## src/rtl/wos_pkg.sv

```systemverilog
`default_nettype none
package wos_pkg;

   localparam int MAX_LEN    = 64;
   localparam int DATA_WIDTH = 32;
   localparam int CNT_W      = $clog2(MAX_LEN + 1);

   typedef logic signed [DATA_WIDTH-1:0] data_type;
   typedef logic [CNT_W-1:0]             cnt_type;

   typedef struct packed {
      logic     ins;
      logic     shift;
      logic     clr;
      data_type value;
   } cell_ctl_type;

endpackage
`default_nettype wire

```

## src/rtl/wos_cell.sv

```systemverilog
`default_nettype none
module wos_cell
   import wos_pkg::*;
(
   input  wire logic         clock,
   input  wire logic         reset,
   input  wire cell_ctl_type ctl,
   input  wire data_type     prev_data,
   input  wire logic         prev_valid,
   input  wire logic         prev_lt,
   input  wire data_type     next2_data,
   input  wire logic         next2_valid,
   output data_type          data,
   output logic              valid,
   output logic              lt
);

   data_type data_ff, data_in;
   logic     valid_ff, valid_in;

   // invalid cells act as +infinity
   assign lt    = !valid_ff || (ctl.value < data_ff);
   assign data  = data_ff;
   assign valid = valid_ff;

   always_comb begin
      data_in  = data_ff;
      valid_in = valid_ff;
      if (ctl.clr) begin
         valid_in = 1'b0;
      end else if (ctl.shift) begin
         data_in  = next2_data;
         valid_in = next2_valid;
      end else if (ctl.ins && lt) begin
         data_in  = prev_lt ? prev_data : ctl.value;
         valid_in = valid_ff | prev_valid;
      end
   end

   always_ff @(posedge clock) begin
      data_ff <= data_in;
      if (reset) begin
         valid_ff <= 1'b0;
      end else begin
         valid_ff <= valid_in;
      end
   end

endmodule
`default_nettype wire

```

## config.mk

```make
export PLATFORM = sky130hd
export DESIGN_NAME = wos_cell
export DESIGN_NICKNAME = d
export VERILOG_FILES = /design/src/rtl/wos_pkg.sv /design/src/rtl/wos_cell.sv
export SDC_FILE = /design/constraint.sdc
export NUM_CORES = 1
export LEC_CHECK = 0
export BUFFER_PORTS_ARGS = -buffer_cell sky130_fd_sc_hd__buf_2
export CAP_MARGIN = 20
export CORE_MARGIN = 5
export CORE_UTILIZATION = 44
export DETAILED_ROUTE_END_ITERATION = 12
export MAX_ROUTING_LAYER = met4
export PLACE_DENSITY_LB_ADDON = 0.25
export SLEW_MARGIN = 20
export SYNTH_ARGS = -nofsm -noshare
export SYNTH_HDL_FRONTEND = slang
export SYNTH_SLANG_ARGS = --single-unit
```

## constraint.sdc

```tcl
create_clock -name clock -period 3.3 [get_ports clock]
set_input_delay 0.165 -clock clock [delete_from_list [all_inputs] [get_ports clock]]
set_output_delay 0.165 -clock clock [all_outputs]
set_load 0.02 [all_outputs]
```

==> flow_metrics.tcl, run 1 <==
set metrics [dict create \
    status "finished clean" \
    wl_per_cell_um 13.79 \
    period_share_pct 81.86 \
    required_ns 3.22 \
    cts_buffer_depth 2 \
    worst_pin_slew_ns 0.9593 \
    synth_warnings 0 \
    finalSetupViolCount 0 \
    cts_resized 0 \
    fin_nets 532 \
    grt_use_total_pct 17.80 \
    fill_cells 507 \
    synth_area_mm2 0.002524 \
    die_h_um 85.74 \
    rows 27 \
    path_buf_inv 1 \
    syn-instance-count 263 \
    pin_count 138 \
    p_sw_w 0.0003478 \
    yosys-top-cells-area "edfxtp_1 (38%), ha_1 (15%), mux2i_1 (13%), o21ai_1 (6.7%), nand2_1 (6.4%)" \
    maxSlewViolCount 0 \
    clock.fmax_mhz 370.2 \
    rsz0062_at_grt "no" \
    clock-sinks 33 \
    diodes 0 \
    cap_viol_max_count 0 \
    ir_drop_v 0.0001801 \
    die_area_mm2 0.007350 \
    endpoint_kind "flip-flop" \
    die_w_um 85.74 \
    drive_gt1_share_pct 38.19 \
    dp_hpwl_um 5275 \
    power.internal_w 0.0008150 \
    min_period_ns 2.702 \
    start_util_pct 45.55 \
    cts-buffers-inserted 5 \
    clk_latency_ns 0.29 \
    grt-ovfl-total 0 \
    worstSetupStartpointType "flip-flop" \
    synth_top_area_share_pct 38.08 \
    final.setup_skew_ns 0.007109 \
    grt_pass1_wl_um 10290 \
    pwr-share-clk_pct 27.0 \
    max_stage_delay_ns 0.74 \
    setup_tns_ns 0 \
    clockRootBuffer "clkbuf_8" \
    grt_pass1_vias 2312 \
    p_leak_nw 1.749 \
    final-hold-violation-count 0 \
    path_delay_family "simple AND/OR/NAND/NOR gates" \
    clk_pin_slew_ns 0.07 \
    gp_congestion 0.7927 \
    drt_iter0_markers 94 \
    area_growth_pct 32.87 \
    relSlewSlack_pct 36.05 \
    ant_nets 0 \
    crit_slowest_cell "and3b_2" \
    vias 2343 \
    synth-edff-count 32 \
    cellPowerDensity_mw_per_mm2 346.8 \
    drt_pre_antenna_iters 4 \
    ys_seq_area_share_pct 38.87 \
    cp_max_fo 32 \
    portBuffers 137 \
    p_seq_share_pct 44.1 \
    antenna_found_initial 0 \
    coreArea_mm2 0.005540 \
    cp.arrival_ns 2.62 \
    place_area_mm2 0.003263 \
    cts.htree.levels 2 \
    path_cells "inv_1, ha_1, nand4_2, nor4_4, nand2_1, o211ai_2, nor4b_1, and3b_2" \
    hold_path_class "input pin to flip-flop" \
    p_sw_share_pct 29.91 \
    syn_area_per_cell_um2 9.596 \
    synthFlopType "edfxtp_1" \
    cts_hold_buf 0 \
    drc 0 \
    grt_start_max_net_pins 66 \
    synthTopCellsByCount "nand2_1 (43), o21ai_1 (34), edfxtp_1 (32), inv_1 (32), mux2i_1 (32)" \
    p_comb_share_pct 28.9 \
    ys_ff_latch 33 \
    cts_setup_buffers 0 \
    wl_um 6480 \
    yosysMostFrequentCell "nand2_1" \
    synth_nets 398 \
    vias_per_cell 4.985 \
    finalInstanceArea_mm2 0.003353 \
    cts_tree "built" \
    critical_path_class "flip-flop to flip-flop" \
    synth_area_leader_cell "edfxtp_1" \
    synthArstFlopShare_pct 0 \
    ys_types 31 \
]
## placed cells by master (no fill, tap or decap)
| master | n |
|---|---|
| or2b_1 | 1 |
| a211oi_1 | 2 |
| nor2_1 | 6 |
| nand4_1 | 4 |
| nor4_4 | 1 |
| nand2_1 | 43 |
| and3b_2 | 1 |
| nand4_2 | 1 |
| o21ai_1 | 34 |
| o311a_1 | 1 |
| a31oi_1 | 2 |
| clkbuf_1 | 2 |
| nor4b_1 | 1 |
| buf_2 | 137 |
| edfxtp_1 | 32 |
| a221oi_2 | 1 |
| nand3_1 | 2 |
| nor3_1 | 1 |
| a21oi_1 | 13 |
| ha_1 | 31 |
| nand2b_1 | 1 |
| mux2_1 | 1 |
| a21oi_4 | 1 |
| mux2i_1 | 32 |
| clkbuf_8 | 6 |
| buf_4 | 1 |
| o21ai_0 | 2 |
| a211o_1 | 1 |
| inv_1 | 32 |
| o211ai_2 | 1 |
| and3b_1 | 1 |
| dfxtp_1 | 1 |
| a21o_2 | 1 |
| o41ai_2 | 1 |
## layout make-up
cell class                 instances  area (um2)  area share, %
multi-input combinational        187        1379          41.12
sequential                        33       980.9          29.25
clock buffer                       8       90.09          2.687
timing repair buffer             138       693.2          20.67
inverter                          32       120.1          3.582
tap                               72       90.09          2.687
## metal layers
| layer | track usage, % | up-vias | wire length [um] |
|---|---|---|---|
| met4 | 6.331 | 0 | 110 |
| li1 | - | 1208 | - |
| met1 | 19.24 | 1045 | 2547 |
| met3 | 2.978 | 10 | 460 |
| met2 | 32.63 | 80 | 3361 |
| met5 | - | - | 0 |
## stage by stage
stage / worst slack (ns) / total power, W / util, % / std cells / hold WS [ns]
final: 0.5985 / 0.001163 / 60.52 / 470 / 0.03772
after global placement: 0.6560 / 0.0008528 / 58.90 / 462 / 0.3355
after detailed placement: 0.5881 / 0.0008619 / 58.90 / 462 / 0.3370
after global routing: 0.3443 / 0.001230 / 60.52 / 470 / 0.04387
after floorplan: 0.3983 / 0.0007274 / - / 263 / 0.2418
after CTS: 0.5727 / 0.001173 / 60.52 / 470 / 0.03724
## power by group through the flow
stage / Sequential, W / Combinational, W / Clock (W)
after floorplan: 0.000557 / 0.000170 / 0
after global placement: 0.000521 / 0.000332 / 0
after detailed placement: 0.000522 / 0.000340 / 0
after CTS: 0.000513 / 0.000342 / 0.000318
after global routing: 0.000516 / 0.000378 / 0.000336
final: 0.000513 / 0.000336 / 0.000314
## state kept, by name (all words and copies together), names as in the netlist
signal  flops
valid       1
data       32
## logic make-up (layout without fill, tap and decap cells)
group | after synthesis | count (layout) | synth area share (%)
AND/OR/NAND/NOR | 63 | 63 | 11.80
AO/OA/AOI/OAI | 60 | 60 | 14.28
buffers and inverters | 43 | 178 | 6.544
multiplexers | 33 | 33 | 13.14
flip-flops | 33 | 33 | 38.87
adder cells (fa/ha/maj) | 31 | 31 | 15.37
## path summary, 6_finish.rpt
check / cells after the start / start / end / slack, ns
max: 8 / data[31] / data[21] / 0.60
min: 2 / reset / valid / 0.04
max reg2reg: 8 / data[31] / data[21] / 0.60
min reg2reg: 4 / valid / valid / 0.74
Power figures use the tool's default switching activity.
==> run 2, diff against run 1 <==
--- a/config.mk
+++ b/config.mk
@@ -5,6 +5,7 @@
 export SDC_FILE = /design/constraint.sdc
 export NUM_CORES = 1
 export LEC_CHECK = 0
+export ABC_AREA = 1
 export BUFFER_PORTS_ARGS = -buffer_cell sky130_fd_sc_hd__buf_2
 export CAP_MARGIN = 20
 export CORE_MARGIN = 5
==> constraint.sdc (replaced) <==
create_clock -name clock -period 2.7 [get_ports clock]
set_input_delay 0.135 -clock clock [delete_from_list [all_inputs] [get_ports clock]]
set_output_delay 0.135 -clock clock [all_outputs]
set_load 0.02 [all_outputs]
==> run 2 against run 1 <==
Against the previous run:
- global-route usage grew 3.1 points
- critical path depth up 5
- cell count grew 12%
- worst setup slack worse by 0.20 ns
- critical endpoint is now data[30]
- largest power group unchanged
- highest routed layer unchanged
==> flow_metrics.tcl, run 2 <==
set metrics [dict create \
    crit_slowest_cell "ha_1" \
    vias_per_cell 4.954 \
    gp_congestion 0.8355 \
    final.setup_skew_ns 0.007664 \
    layout_setup_ws_ns 0.3937 \
    path_delay_family "simple AND/OR/NAND/NOR gates" \
    grt_pass1_vias 2654 \
    endpoint_kind "flip-flop" \
    final-hold-violation-count 0 \
    die_area_mm2 0.007263 \
    min_period_ns 2.306 \
    synth_area_mm2 0.002490 \
    min_path_cells 4 \
    clk_pin_slew_ns 0.07 \
    yosys-top-cells-area "edfxtp_1 (39%), a21oi_1 (16%), ha_1 (16%), nand2_1 (9.2%), inv_1 (6.3%)" \
    ys_types 23 \
    die_w_um 85.23 \
    cts_setup_buffers 0 \
    ff2ff_path_depth 13 \
    cts_hold_buf 0 \
    synthArstFlopShare_pct 0 \
    pre_cts_ws_ns 0.3873 \
    max_stage_delay_ns 0.37 \
    layout_common_cells "buf_2 (137), a21oi_1 (80), nand2_1 (61)" \
    cts.htree.levels 2 \
    hold_path_class "input pin to flip-flop" \
    synth-edff-count 32 \
    rsz0062_at_grt "no" \
    clk_latency_ns 0.28 \
    rows 27 \
    p_leak_nw 1.754 \
    cp.arrival_ns 2.27 \
    die_h_um 85.23 \
    clockRootBuffer "clkbuf_8" \
    cts_tree "built" \
    ys_seq_area_share_pct 39.40 \
    cellPowerDensity_mw_per_mm2 415.9 \
    wl_per_cell_um 13.93 \
    synthFlopType "edfxtp_1" \
    cap_viol_max_count 0 \
    r2r_end "data[30]" \
    wl_um 7328 \
    vias 2606 \
    cts_resized 0 \
    cp_max_fo 17 \
    clock-sinks 33 \
    path_buf_inv 3 \
    yosysMostFrequentCell "a21oi_1" \
    synth_area_leader_cell "edfxtp_1" \
    dp_hpwl_um 5798 \
    pin_count 138 \
    finalInstanceArea_mm2 0.003331 \
    path_cells "inv_1, ha_1, nand4_1, inv_1, nand4_2, a21oi_1, nor2_1, nand2_1, nand2_1, nand3_2, nand2_2, a21oi_4, buf_4" \
    synth_warnings 0 \
    status "finished clean" \
    whs_endpoint "valid" \
    relSlewSlack_pct 53.75 \
    largest_register_ff_count 32 \
    place_area_mm2 0.003254 \
    diodes 0 \
    r2r_slack_ns 0.39 \
    fin_nets 589 \
    ir_drop_v 0.0001915 \
    grt-ovfl-total 0 \
    cts_buffer_depth 2 \
    synth_nets 455 \
    min-delay-start "reset" \
    clock.fmax_mhz 433.6 \
    worstSetupStartpointType "flip-flop" \
    syn_area_per_cell_um2 7.781 \
    grt_use_total_pct 20.89 \
    drt_iter0_markers 88 \
    start_util_pct 45.22 \
    drt_pre_antenna_iters 4 \
    portBuffers 137 \
    synthTopCellsByCount "a21oi_1 (81), nand2_1 (61), inv_1 (42)" \
    ys_ff_latch 33 \
    coreArea_mm2 0.005507 \
    required_ns 2.67 \
    cts-buffers-inserted 5 \
    finalSetupViolCount 0 \
    grt_start_max_net_pins 34 \
    worst_pin_slew_ns 0.6938 \
    layout_commonest_cell "buf_2" \
    period_share_pct 85.42 \
    critical_path_class "flip-flop to flip-flop" \
    rr_startpoint "data[31]" \
    maxSlewViolCount 0 \
    drive_gt1_share_pct 33.92 \
    grt_pass1_wl_um 11860 \
    syn-instance-count 320 \
    synth_top_area_share_pct 38.59 \
    setup_tns_ns 0 \
    antenna_found_initial 0 \
    ant_nets 0 \
    area_growth_pct 33.77 \
    drc 0 \
]
## run 2: cell types whose count changed in the layout (fill, tap and decap cells not counted), sizes merged, moves of 3 or more
cell,change
nand2,+20
mux2i,-32
inv,+11
nor2,+31
nand4,-3
buf,+3
a21oi,+68
o21ai,-32
## run 2: worst max-delay path by stage
stage | start | end | cells past startpoint
6_report | data[31] | data[30] | 13
5_1_grt | data[5] | data[30] | 14
4_1_cts | data[31] | data[30] | 13
3_5_place_dp | data[31] | data[7] | 13
3_3_place_gp | data[31] | data[4] | 13
2_1_floorplan | data[5] | data[0] | 13
## run 2: worst min-delay path, delay by kind of cell
family,cells,cell delay [ns]
buffers and inverters,1,0.08
AO/OA/AOI/OAI,1,0.03
AND/OR/NAND/NOR,2,0.10
## run 2: stage by stage
step                      cells  total power, W  util (%)  hold WS (ns)
after CTS                   526        0.001398     60.49        0.1017
final                       526        0.001385     60.49        0.1098
after detailed placement    519        0.001053     59.10        0.4045
after global routing        526        0.001480     60.49       0.09596
after floorplan             320       0.0008788         -        0.2953
after global placement      519        0.001039     59.10        0.3994
## run 2: layer usage
layer	up-vias	wire (um)	GRT usage, %
met5	-	0	-
met2	92	3586	36.44
met1	1168	3150	24.08
met4	0	63	5.324
met3	7	527	4.854
li1	1339	-	-
## run 2: kinds of logic after synthesis
logic type	Yosys count	synth area share, %
buf+inv	57	8.593
fa+ha+maj	31	15.58
simple gates	110	18.14
flops	33	39.40
compound gates	89	18.29
## run 2: power by group
group | total, W | internal [W] | switching (W)
Combinational | 0.000413 | 0.000169 | 0.000244
Sequential | 0.000625 | 0.000610 | 0.0000157
Clock | 0.000347 | 0.000174 | 0.000174
Total | 0.00139 | 0.000952 | 0.000433
## run 2: cell type report
type	count	area, um2
clock inverter	1	3.754
inverter	43	161.4
tap	72	90.09
multi-input combinational	230	1306
clock buffer	6	72.57
sequential	33	980.9
fill	527	2176
timing repair buffer	141	715.7
==> run 3, diff against run 2 <==
--- a/config.mk
+++ b/config.mk
@@ -5,7 +5,6 @@
 export SDC_FILE = /design/constraint.sdc
 export NUM_CORES = 1
 export LEC_CHECK = 0
-export ABC_AREA = 1
 export BUFFER_PORTS_ARGS = -buffer_cell sky130_fd_sc_hd__buf_2
 export CAP_MARGIN = 20
 export CORE_MARGIN = 5
==> run 3 against run 2 <==
Against the previous run:
- routed wire length down 9.3%
- first-iteration DRC count down 33%
- clock power up 4%
- non-clock buffer count unchanged
- power up 2.1%
- combinational power up 3%
- worst setup slack worse by 0.23 ns
- via count down 9.5%
- die area up 1.2%
- hold slack worse by 0.067 ns
- cell count down 10%
==> flow_metrics.tcl, run 3 (same netlist as run 1, synthesis figures left out) <==
set metrics [dict create \
    grt_pass1_vias 2410 \
    min_period_ns 2.539 \
    relSlewSlack_pct 36.43 \
    cts_setup_buffers 0 \
    coreArea_mm2 0.005540 \
    cellPowerDensity_mw_per_mm2 415.2 \
    drive_gt1_share_pct 38.90 \
    cp_max_fo 2 \
    max_stage_delay_ns 0.39 \
    p_comb_share_pct 30.1 \
    cp.depth 9 \
    cts_buffer_depth 2 \
    path_delay_family "compound AO/OA/AOI/OAI gates" \
    start_util_pct 45.55 \
    grt_use_total_pct 19.13 \
    clock.fmax_mhz 393.9 \
    rsz0062_at_grt "no" \
    pwr-share-clk_pct 25.6 \
    p_leak_nw 1.780 \
    ant_nets 0 \
    diodes 0 \
    p_sw_w 0.0004370 \
    cap_viol_max_count 0 \
    clockRootBuffer "clkbuf_8" \
    fin_nets 535 \
    setup_tns_ns 0 \
    gp_congestion 0.7758 \
    drt_pre_antenna_iters 4 \
    die_area_mm2 0.007350 \
    dp_hpwl_um 5617 \
    ir_drop_v 0.0003280 \
    required_ns 2.57 \
    vias_per_cell 4.985 \
    ff2ff_path_depth 9 \
    worst_pin_slew_ns 0.9535 \
    power.internal_w 0.0009770 \
    final-hold-violation-count 0 \
    crit_slowest_cell "edfxtp_1" \
    cts-buffers-inserted 5 \
    wl_per_cell_um 14.05 \
    drc 0 \
    cts.htree.levels 2 \
    layout_common_cells "buf_2 (136), nand2_1 (43), o21ai_1 (34)" \
    utilization_pct 61.47 \
    status "finished clean" \
    cts_tree "built" \
    drt_iter0_markers 59 \
    maxSlewViolCount 0 \
    p_seq_share_pct 44.3 \
    portBuffers 137 \
    pin_count 138 \
    cp.arrival_ns 2.40 \
    grt_start_max_net_pins 52 \
    r2r_slack_ns 0.21 \
    path_buf_inv 2 \
    endpoint_kind "output port" \
    critical_path_class "flip-flop to output port" \
    worstSetupStartpointType "flip-flop" \
    period_share_pct 94.02 \
    stdcell_count 473 \
    area_growth_pct 34.95 \
    clk_latency_ns 0.29 \
    placedCellCount 464 \
    final.setup_skew_ns 0.004477 \
    path_common_cell "a31oi_1" \
    clk_pin_slew_ns 0.07 \
    hold_path_class "input pin to flip-flop" \
    layout_commonest_cell "buf_2" \
    path_cells "inv_1, ha_1, a211o_1, a31oi_1, o311a_1, o41ai_2, a31oi_1, mux2_4, buf_6" \
    largest_register_ff_count 32 \
    die_w_um 85.74 \
    finalSetupViolCount 0 \
    vias 2358 \
    p_sw_share_pct 30.91 \
    grt-ovfl-total 0 \
    die_h_um 85.74 \
    wl_um 6647 \
    antenna_found_initial 0 \
    clock-sinks 33 \
    min_path_cells 2 \
    rows 27 \
    grt_pass1_wl_um 10880 \
]
## run 3: cell type report
type                       count  area (um2)
fill                         507        2135
multi-input combinational    187        1383
sequential                    33       980.9
timing repair buffer         141       749.5
inverter                      32       120.1
tap                           72       90.09
clock buffer                   6       72.57
clock inverter                 2       10.01
## run 3: path summary, 6_finish.rpt
check / startpoint / end
max: data[2] / lt
min: ctl[32] / valid
max reg2reg: data[31] / data[29]
min reg2reg: valid / valid
## run 3: power by group through the flow
stage,logic [W],registers [W],clock network [W]
final,0.000425,0.000627,0.000362
after detailed placement,0.000427,0.000639,0
after CTS,0.000430,0.000628,0.000370
after global placement,0.000416,0.000636,0
after floorplan,0.000208,0.000681,0
after global routing,0.000480,0.000631,0.000395
## run 3: per-layer routing
metal  vias to the layer above  part of all wire [%]  global-route usage (%)
met4                         0                   1.5                   5.468
met1                      1058                    41                   21.71
met3                         8                   7.2                   4.419
met2                        80                    51                   33.62
li1                       1212                     -                       -
met5                         -                     0                       -
## run 3: stage by stage
stage	hold WS, ns	total power [W]	area, um2	setup WS [ns]
after detailed placement	0.3068	0.001066	3303	0.1795
final	0.04305	0.001414	3406	0.1614
after global placement	0.3061	0.001053	3303	0.2827
after CTS	0.03536	0.001428	3396	0.07192
after global routing	0.03661	0.001506	3406	0.01860
after floorplan	0.2118	0.0008888	2525	0.1308
## run 3: what timing repair did
| item | in CTS | in global routing |
|---|---|---|
| endpoints found under the setup margin | 0 | 1 |
| hold buffers | 1 | 0 |
| hold endpoints to repair | 1 | 0 |
| resized for setup | 0 | 5 |
